## src/design/sfd_pkg.sv

```systemverilog
// Package for the serial frame deframer: constants, phase and role codes, result type.
package sfd_pkg;

  // Frame layout
  localparam int unsigned ADDRESS_BYTES   = 5;
  localparam logic [7:0]  SYNC_FIRST      = 8'hAA;
  localparam logic [7:0]  SYNC_SECOND     = 8'h55;
  localparam logic [15:0] LENGTH_OVERHEAD = 16'd4;
  localparam logic [15:0] LENGTH_RESET    = 16'd256;

  // Parse phases
  typedef enum logic [3:0] {
    PH_HUNT  = 4'd0,
    PH_SYNC2 = 4'd1,
    PH_SRC   = 4'd2,
    PH_DEST  = 4'd3,
    PH_LEN   = 4'd4,
    PH_VER   = 4'd5,
    PH_SER   = 4'd6,
    PH_CMD   = 4'd7,
    PH_DATA  = 4'd8,
    PH_CHK   = 4'd9
  } phase_t;

  // Byte role codes
  localparam logic [3:0] ROLE_DISCARD  = 4'd0;
  localparam logic [3:0] ROLE_SYNC     = 4'd1;
  localparam logic [3:0] ROLE_SOURCE   = 4'd2;
  localparam logic [3:0] ROLE_DEST     = 4'd3;
  localparam logic [3:0] ROLE_LENGTH   = 4'd4;
  localparam logic [3:0] ROLE_VERSION  = 4'd5;
  localparam logic [3:0] ROLE_SERIAL   = 4'd6;
  localparam logic [3:0] ROLE_COMMAND  = 4'd7;
  localparam logic [3:0] ROLE_PAYLOAD  = 4'd8;
  localparam logic [3:0] ROLE_CHECKSUM = 4'd9;

  // One tagged byte
  typedef struct packed {
    logic [7:0]  byte_out;
    logic [3:0]  byte_role;
    logic [15:0] field_offset;
    logic        frame_done;
    logic        checksum_ok;
    logic        length_error;
  } result_t;

endpackage

```

## src/design/sfd_parser.sv

```systemverilog
// Frame parser: parse state, length limit register and per-byte tagging logic.
module sfd_parser (
  input  logic            clk,
  input  logic            rst,
  input  logic            take,
  input  logic [7:0]      rx_byte,
  input  logic            cfg_write,
  input  logic [15:0]     cfg_data,
  output sfd_pkg::result_t result
);
  import sfd_pkg::*;

  localparam logic [15:0] ADDR_LAST = 16'(ADDRESS_BYTES);

  phase_t      parse_phase, parse_phase_next;
  logic [15:0] byte_counter, byte_counter_next;
  logic [7:0]  length_low_byte, length_low_byte_next;
  logic [7:0]  running_sum, running_sum_next;
  logic [15:0] payload_pos, payload_pos_next;
  logic [15:0] length_limit;

  logic [15:0] len_word;
  logic [15:0] counter_inc;
  logic [15:0] counter_dec;
  logic [15:0] counter_net;
  logic [7:0]  sum_add;

  assign len_word    = {rx_byte, length_low_byte};
  assign counter_inc = byte_counter + 16'd1;
  assign counter_dec = byte_counter - 16'd1;
  assign counter_net = (byte_counter >= LENGTH_OVERHEAD) ?
                       (byte_counter - LENGTH_OVERHEAD) : 16'd0;
  assign sum_add     = running_sum + rx_byte;

  // Next state and tag for the incoming byte
  always_comb begin
    parse_phase_next     = parse_phase;
    byte_counter_next    = byte_counter;
    length_low_byte_next = length_low_byte;
    running_sum_next     = running_sum;
    payload_pos_next     = payload_pos;

    result.byte_out     = rx_byte;
    result.byte_role    = ROLE_DISCARD;
    result.field_offset = 16'd0;
    result.frame_done   = 1'b0;
    result.checksum_ok  = 1'b0;
    result.length_error = 1'b0;

    case (parse_phase)
      PH_SYNC2: begin
        // anything other than the second sync byte is dropped, keep waiting
        if (rx_byte == SYNC_SECOND) begin
          result.byte_role    = ROLE_SYNC;
          result.field_offset = 16'd1;
          byte_counter_next   = 16'd0;
          parse_phase_next    = PH_SRC;
        end
      end
      PH_SRC, PH_DEST: begin
        result.byte_role    = (parse_phase == PH_SRC) ? ROLE_SOURCE : ROLE_DEST;
        result.field_offset = byte_counter;
        byte_counter_next   = counter_inc;
        if (counter_inc >= ADDR_LAST) begin
          byte_counter_next = 16'd0;
          parse_phase_next  = (parse_phase == PH_SRC) ? PH_DEST : PH_LEN;
        end
      end
      PH_LEN: begin
        result.byte_role    = ROLE_LENGTH;
        result.field_offset = byte_counter;
        if (byte_counter == 16'd0) begin
          length_low_byte_next = rx_byte;
          byte_counter_next    = 16'd1;
        end else if (len_word >= length_limit) begin
          // oversize frame: flag and resume hunting
          result.length_error = 1'b1;
          byte_counter_next   = 16'd0;
          parse_phase_next    = PH_HUNT;
        end else begin
          byte_counter_next = len_word;
          running_sum_next  = 8'd0;
          parse_phase_next  = PH_VER;
        end
      end
      PH_VER: begin
        result.byte_role = ROLE_VERSION;
        running_sum_next = sum_add;
        parse_phase_next = PH_SER;
      end
      PH_SER: begin
        result.byte_role = ROLE_SERIAL;
        running_sum_next = sum_add;
        parse_phase_next = PH_CMD;
      end
      PH_CMD: begin
        // payload count is length minus header overhead, floored at zero
        result.byte_role  = ROLE_COMMAND;
        running_sum_next  = sum_add;
        byte_counter_next = counter_net;
        payload_pos_next  = 16'd0;
        parse_phase_next  = (counter_net != 16'd0) ? PH_DATA : PH_CHK;
      end
      PH_DATA: begin
        result.byte_role    = ROLE_PAYLOAD;
        result.field_offset = payload_pos;
        payload_pos_next    = payload_pos + 16'd1;
        running_sum_next    = sum_add;
        byte_counter_next   = counter_dec;
        if (counter_dec == 16'd0) begin
          parse_phase_next = PH_CHK;
        end
      end
      PH_CHK: begin
        result.byte_role   = ROLE_CHECKSUM;
        result.frame_done  = 1'b1;
        result.checksum_ok = (running_sum == rx_byte);
        parse_phase_next   = PH_HUNT;
      end
      default: begin
        // hunting for the first sync byte
        if (rx_byte == SYNC_FIRST) begin
          result.byte_role = ROLE_SYNC;
          parse_phase_next = PH_SYNC2;
        end else begin
          parse_phase_next = PH_HUNT;
        end
      end
    endcase
  end

  // Parse state registers
  always_ff @(posedge clk) begin
    if (rst) begin
      parse_phase     <= PH_HUNT;
      byte_counter    <= 16'd0;
      length_low_byte <= 8'd0;
      running_sum     <= 8'd0;
      payload_pos     <= 16'd0;
    end else if (take) begin
      parse_phase     <= parse_phase_next;
      byte_counter    <= byte_counter_next;
      length_low_byte <= length_low_byte_next;
      running_sum     <= running_sum_next;
      payload_pos     <= payload_pos_next;
    end
  end

  // Length limit register
  always_ff @(posedge clk) begin
    if (rst) begin
      length_limit <= LENGTH_RESET;
    end else if (cfg_write) begin
      length_limit <= cfg_data;
    end
  end

endmodule

```

## src/design/serial_frame_deframer.sv

```systemverilog
// Serial frame deframer top level: input handshake, parser and two-entry result buffer.
// A byte's tagged result is registered into the result buffer when the byte is accepted, and is offered from its head.
// Throughput: one byte per cycle while the buffer has room; the parser updates its
// state on each accepted byte, and a two-entry result buffer lets input continue
// while one result waits. Input stalls only when both result entries are held.
// Reset (rst, synchronous): parser hunts for the first sync byte, counters and sum
// clear, length_limit returns to 256, result buffer empties.
module serial_frame_deframer (
  input  logic        clk,
  input  logic        rst,
  input  logic        byte_valid,
  output logic        byte_stall,
  input  logic [7:0]  rx_byte,
  input  logic        cfg_valid,
  output logic        cfg_ready,
  input  logic [15:0] length_limit,
  output logic        result_valid,
  input  logic        result_stall,
  output logic [7:0]  byte_out,
  output logic [3:0]  byte_role,
  output logic [15:0] field_offset,
  output logic        frame_done,
  output logic        checksum_ok,
  output logic        length_error
);
  import sfd_pkg::*;

  logic    push, pop;
  result_t parsed;
  result_t buf_q [2];
  logic    wr_ptr, rd_ptr;
  logic [1:0] count;
  result_t head;

  assign cfg_ready  = 1'b1;
  assign byte_stall = (count == 2'd2);
  assign push       = byte_valid && !byte_stall;
  assign pop        = result_valid && !result_stall;

  sfd_parser u_parser (
    .clk       (clk),
    .rst       (rst),
    .take      (push),
    .rx_byte   (rx_byte),
    .cfg_write (cfg_valid && cfg_ready),
    .cfg_data  (length_limit),
    .result    (parsed)
  );

  // Result buffer control
  always_ff @(posedge clk) begin
    if (rst) begin
      wr_ptr <= 1'b0;
      rd_ptr <= 1'b0;
      count  <= 2'd0;
    end else begin
      if (push) wr_ptr <= ~wr_ptr;
      if (pop)  rd_ptr <= ~rd_ptr;
      case ({push, pop})
        2'b10:   count <= count + 2'd1;
        2'b01:   count <= count - 2'd1;
        default: count <= count;
      endcase
    end
  end

  // Result buffer payload
  always_ff @(posedge clk) begin
    if (push) buf_q[wr_ptr] <= parsed;
  end

  // Head of buffer drives the result ports
  assign head         = buf_q[rd_ptr];
  assign result_valid = (count != 2'd0);
  assign byte_out     = head.byte_out;
  assign byte_role    = head.byte_role;
  assign field_offset = head.field_offset;
  assign frame_done   = head.frame_done;
  assign checksum_ok  = head.checksum_ok;
  assign length_error = head.length_error;

endmodule
```

## config.mk

```make
export PLATFORM = sky130hd
export DESIGN_NAME = serial_frame_deframer
export DESIGN_NICKNAME = d
export VERILOG_FILES = /design/src/design/sfd_pkg.sv /design/src/design/sfd_parser.sv /design/src/design/serial_frame_deframer.sv
export SDC_FILE = /design/constraint.sdc
export NUM_CORES = 1
export LEC_CHECK = 0
export BUFFER_PORTS_ARGS = -buffer_cell sky130_fd_sc_hd__buf_2
export CAP_MARGIN = 20
export CORE_ASPECT_RATIO = 1.1
export CORE_MARGIN = 2
export CORE_UTILIZATION = 56
export CTS_CLUSTER_SIZE = 30
export DETAILED_ROUTE_END_ITERATION = 7
export GPL_ROUTABILITY_DRIVEN = 0
export GPL_TIMING_DRIVEN = 0
export PLACE_DENSITY_LB_ADDON = 0.2
export SETUP_SLACK_MARGIN = 0.5
export SYNTH_ARGS = -nofsm -noshare
export SYNTH_HDL_FRONTEND = slang
export SYNTH_HIERARCHICAL = 1
export SYNTH_SLANG_ARGS = --single-unit
```

## constraint.sdc

```tcl
create_clock -name clk -period 4.8 [get_ports clk]
set_input_delay 1.2 -clock clk [delete_from_list [all_inputs] [get_ports clk]]
set_output_delay 1.2 -clock clk [all_outputs]
set_load 0.005 [all_outputs]
```

After elaboration in Yosys (flattened, before gate mapping)
Memory sizes are Yosys's and may differ from the RTL's. A register that Yosys moved wholly into a read port is not among the register bits.
Index checks and enable logic that the tools add are counted.
Widths: inputs -> output; s select.
{"block": "totals", "ramBits": 62, "reg_bits": 72, "input_bits": 29, "out_inout_bits": 34, "mem_count": 1, "word_cells": 94}
{"block": "classes", "muxes": 32, "n_lt_le_gt_ge": 3, "n_bitwise": 2, "eq_ne": 20, "addsub": 7, "reduce_logical": 20}
{"memory": "buf_q", "depth": 2, "width": 31, "rd": 1, "rd_clocked_by_memory_dff": 1, "wr": 1, "line": "serial_frame_deframer.sv:30", "source": "result_t buf_q [2];"}
{"cell": "$mux 16", "n": 5}
{"cell": "$pmux 16 s5", "n": 1}
{"cell": "$pmux 4 s8", "n": 2}
{"cell": "$pmux 16 s3", "n": 1}
{"cell": "$add 16x1->16 const B", "n": 2}
{"cell": "$ge 16x3->1 const B", "n": 2}
{"cell": "$logic_not 16->1", "n": 2}
{"cell": "$pmux 16 s2", "n": 1}
{"cell": "$mux 17", "n": 1}
{"cell": "$eq 4x3->1 const B", "n": 4}
{"cell": "$ge 16x16->1", "n": 1}
{"cell": "$mux 4", "n": 4}
{"cell": "$mux 8", "n": 2}
{"cell": "$pmux 8 s2", "n": 1}
{"cell": "$reduce_bool 16->1", "n": 1}
{"cell": "$sub 16x1->16 const B", "n": 1}
{"cell": "$sub 16x3->16 const B", "n": 1}
{"cell": "$mux 1", "n": 10}
{"cell": "$add 8x8->8", "n": 1}
{"cell": "$eq 4x2->1 const B", "n": 2}
{"cell": "$eq 4x4->1 const B", "n": 2}
{"cell": "$eq 8x7->1 const B", "n": 1}
{"cell": "$eq 8x8->1", "n": 1}
{"cell": "$eq 8x8->1 const B", "n": 1}
{"cell": "other kinds (22)", "n": 34}

Logic depth before layout (Yosys ltp)
{"block": "depth", "word_depth": 5, "ltp_mapped": 12, "depth_no_buf": 9}

By module
The synthesis kept the hierarchy.
{"mod": "sfd_parser", "area_per_inst_um2": 5012.3, "cells_each": 643, "instances": 1}
{"mod": "serial_frame_deframer", "area_per_inst_um2": 2469.9, "cells_each": 127, "instances": 1}

Worst setup path after synthesis
Ideal clock, no wire load.
{"block": "synth_timing", "path_kind": "in2reg", "start": "in rx_byte[2]", "end": "reg u_parser.byte_counter[11]", "slack_ns": 1.780, "t_arrival_ns": 2.951, "n_path_buf": 1, "cell_stages": 9, "path_cell_list": "ha_1 a21oi_1 nand2_1 a211oi_1 a21oi_1 nor4_2 buf_2 a22oi_1 o21ai_1"}
{"block": "synth_between", "elab_chain_len": 4, "word_cells_on_any_way": 7, "classes_between": "order compare: 1; eq/ne: 2; mux: 3; reduce/logical: 1"}
{"element": "from (decl)", "line": "serial_frame_deframer.sv:13", "source": "input logic [7:0] rx_byte,"}
{"element": "$ge 16x16->1", "line": "sfd_parser.sv:75", "source": "end else if (len_word >= length_limit) begin"}
{"element": "$mux 16", "line": "sfd_parser.sv:75"}
{"element": "$mux 16", "line": "sfd_parser.sv:72", "source": "if (byte_counter == 16'd0) begin"}
{"element": "$pmux 16 s5", "line": "sfd_parser.sv:50", "source": "case (parse_phase)"}
{"element": "to (signal assigned)", "line": "sfd_parser.sv:142", "source": "byte_counter <= byte_counter_next;"}
{"element": "to (decl)", "line": "sfd_parser.sv:16", "source": "logic [15:0] byte_counter, byte_counter_next;"}
Parallel ways exist; a longest one is shown, timed or not.
A chain may end at the register's enable or synchronous reset.

Worst setup path after layout
Same ends and word-level chain as after synthesis.

==> results_dict.tcl <==
set metrics [dict create \
    die-area_um2 14300 \
    syn-instance-count 770 \
    synth_edf_count 62 \
    place_ws_ns 1.10 \
    timing.slew.headroom_pct 48.1 \
    critical_path_class "input port to flip-flop" \
    initial_utilization_pct 57.1 \
    grt_max_degree 20 \
    crit_path_max_fanout 10 \
    dp.cells 993 \
    drive_above_1_share_pct 19.9 \
    grt_pass1_vias 6237 \
    grt_use_total_pct 27.3 \
    die_w_um 114 \
    core_um2 13100 \
    arrival_ns 3.81 \
    ios 63 \
    drc 0 \
    clock-sinks 135 \
    startpoint_type "input port" \
    status "finished clean" \
    die_h_um 125 \
    cts_max_level 4 \
    layout_common_cells "73 x dfxtp_1, 71 x buf_2, 62 x nand2_1, 62 x edfxtp_1, 52 x nor2_1" \
    num_rows 44 \
    min_from "u_parser/running_sum[4]" \
    ys_seq_area_share_pct 44.4 \
    setup_tns_ns 0 \
    detail-route-antenna-nets 0 \
    layout_commonest_cell "dfxtp_1" \
    rr_startpoint "u_parser/byte_counter[2]" \
    clock-root-buffer "clkbuf_16" \
    irDropWorstVdd_uv 190 \
    cts_tree "done" \
    post-route-period-util_pct 72.0 \
    grt_setup_unrepaired "false" \
    drt-pass1-iter-count 6 \
    syn_area_um2 7480 \
    vias 6307 \
    grt_first_pass_wirelength_um 30500 \
    first_iter_violations 835 \
    final_util_pct 65.8 \
    cts_resized 0 \
    holdBufCountCts 0 \
    post_cts_buffers 0 \
    drv_cap 0 \
    avgSynthCellArea_um2 9.72 \
    finalWorstSetupSlack_ns 1.35 \
    drv_slew 0 \
    period_needed_ns 3.45 \
    cellPowerDensity_nw_per_um2 361 \
    max_stage_delay_ns 0.69 \
    wl_per_cell_um 18.5 \
    setup_viol 0 \
    synthArstFlopShare_pct 0 \
    r2r_cells 11 \
    grt_overflow 0 \
    cts_buffer_depth 2 \
    cp_slowest_cell "nor4_2" \
    n_antenna_cell 0 \
    finClkSkew_ns 0.00604 \
    hold_violations 0 \
    clkTransAtPathRegs_ns 0.06 \
    fillers 1070 \
    dp_hpwl_um 13700 \
    clock_latency_ns 0.42 \
    path_cells "buf_2, ha_1, a21oi_1, nand2_1, a211oi_1, a21oi_1, nor4_2, buf_2, a22oi_1, o21ai_1" \
    post_drt_via_cell_ratio 6.16 \
    io_buffers 60 \
    ys_warn_count 6 \
    synth_cell_types 78 \
    areaGrowthSynthToFinish_pct 15.2 \
    tightest_slew_ns 0.773 \
    nNetsFinal 914 \
    fmax_ghz 0.289 \
    cp-startpoint "rx_byte[2]" \
    cellLeakagePower_nw 3.33 \
    synth-main-ff-cell "dfxtp_1" \
    min_path_cells 2 \
    ys_seq_elements 135 \
    critical_path_required_ns 5.15 \
    detail_route.wirelength_um 18900 \
    final_cells 1024 \
    cts_buffers 17 \
    endpoint_kind "flip-flop" \
    synth.net_count 833 \
    hold_path.class "flip-flop to flip-flop" \
    antenna_found_initial 0 \
]
-- power by group --
group          total [W]  internal, W  switching [W]
Sequential       0.00133      0.00130      0.0000301
Combinational   0.000489     0.000236       0.000253
Clock            0.00129     0.000806       0.000481
-- stage by stage --
step                      instance area, µm²  power (W)  hold slack (ns)
final                                   8620    0.00311            0.461
after global routing                    8620    0.00324            0.484
after CTS                               8620    0.00314            0.462
after detailed placement                8040    0.00185            0.454
after global placement                  7980    0.00181            0.443
after floorplan                         7480    0.00165            0.436
-- synthesized netlist by cell type (14+ instances only) --
library cell / count / area [µm²]
nor3_1: 20 / 100
nor2_1: 52 / 195
clkbuf_1: 29 / 109
o21ai_1: 17 / 85.1
inv_1: 39 / 146
edfxtp_1: 62 / 1860
o31ai_1: 14 / 105
dfxtp_1: 73 / 1460
ha_1: 33 / 413
nand3_1: 29 / 145
mux2_2: 32 / 360
o21ai_0: 34 / 170
xor2_1: 14 / 123
mux2i_1: 18 / 180
a21oi_1: 40 / 200
xnor2_1: 16 / 140
nand2_1: 62 / 233
-- critical path: cells and delay by family --
family / cells / cell delay, ns
AOI/OAI and AO/OA: 5 / 0.94
and+or+nand+nor: 2 / 0.77
buffers and inverters: 2 / 0.58
adders and majority gates: 1 / 0.31
-- state kept, by name, indices dropped and copies added, names as in the netlist, named ones only --
name,flops
buf_q,62
count,2
u_parser/byte_counter,16
u_parser/length_limit,16
u_parser/length_low_byte,8
wr_ptr,1
u_parser/parse_phase,4
u_parser/running_sum,8
rd_ptr,1
u_parser/payload_pos,16
-- worst paths after layout --
path	endpoint	slack (ns)
worst min register to register	u_parser/running_sum[4]	0.46
worst min-delay path	u_parser/running_sum[4]	0.46
worst max-delay path	u_parser/byte_counter[11]	1.35
worst max register to register	u_parser/byte_counter[11]	1.48
-- logic make-up after synthesis --
kind of cell	synth area share (%)
XOR/XNOR	3.51
buffers and inverters	5.65
AND/OR/NAND/NOR	17.8
flip-flops	44.4
adder cells (fa/ha/maj)	5.79
other	0.0501
AO/OA/AOI/OAI	15.6
multiplexers	7.22
-- layout make-up --
type                       instances  area, µm²  area share, %
clock inverter                    14        158           1.83
multi-input combinational        540       3740           43.3
timing repair buffer              62        355           4.12
tap                              161        201           2.34
buffer                            55        273           3.16
clock buffer                      17        425           4.93
inverter                          40        150           1.74
sequential                       135       3320           38.5
-- layer usage --
layer	GRT usage, %	vias up	part of all wire (%)
li1	-	2977	-
met1	33.6	2972	40
met2	45.2	290	48
met3	6.16	68	7.4
met4	13.3	0	4.2
met5	0	-	0
(Power assumes the default switching activity.)
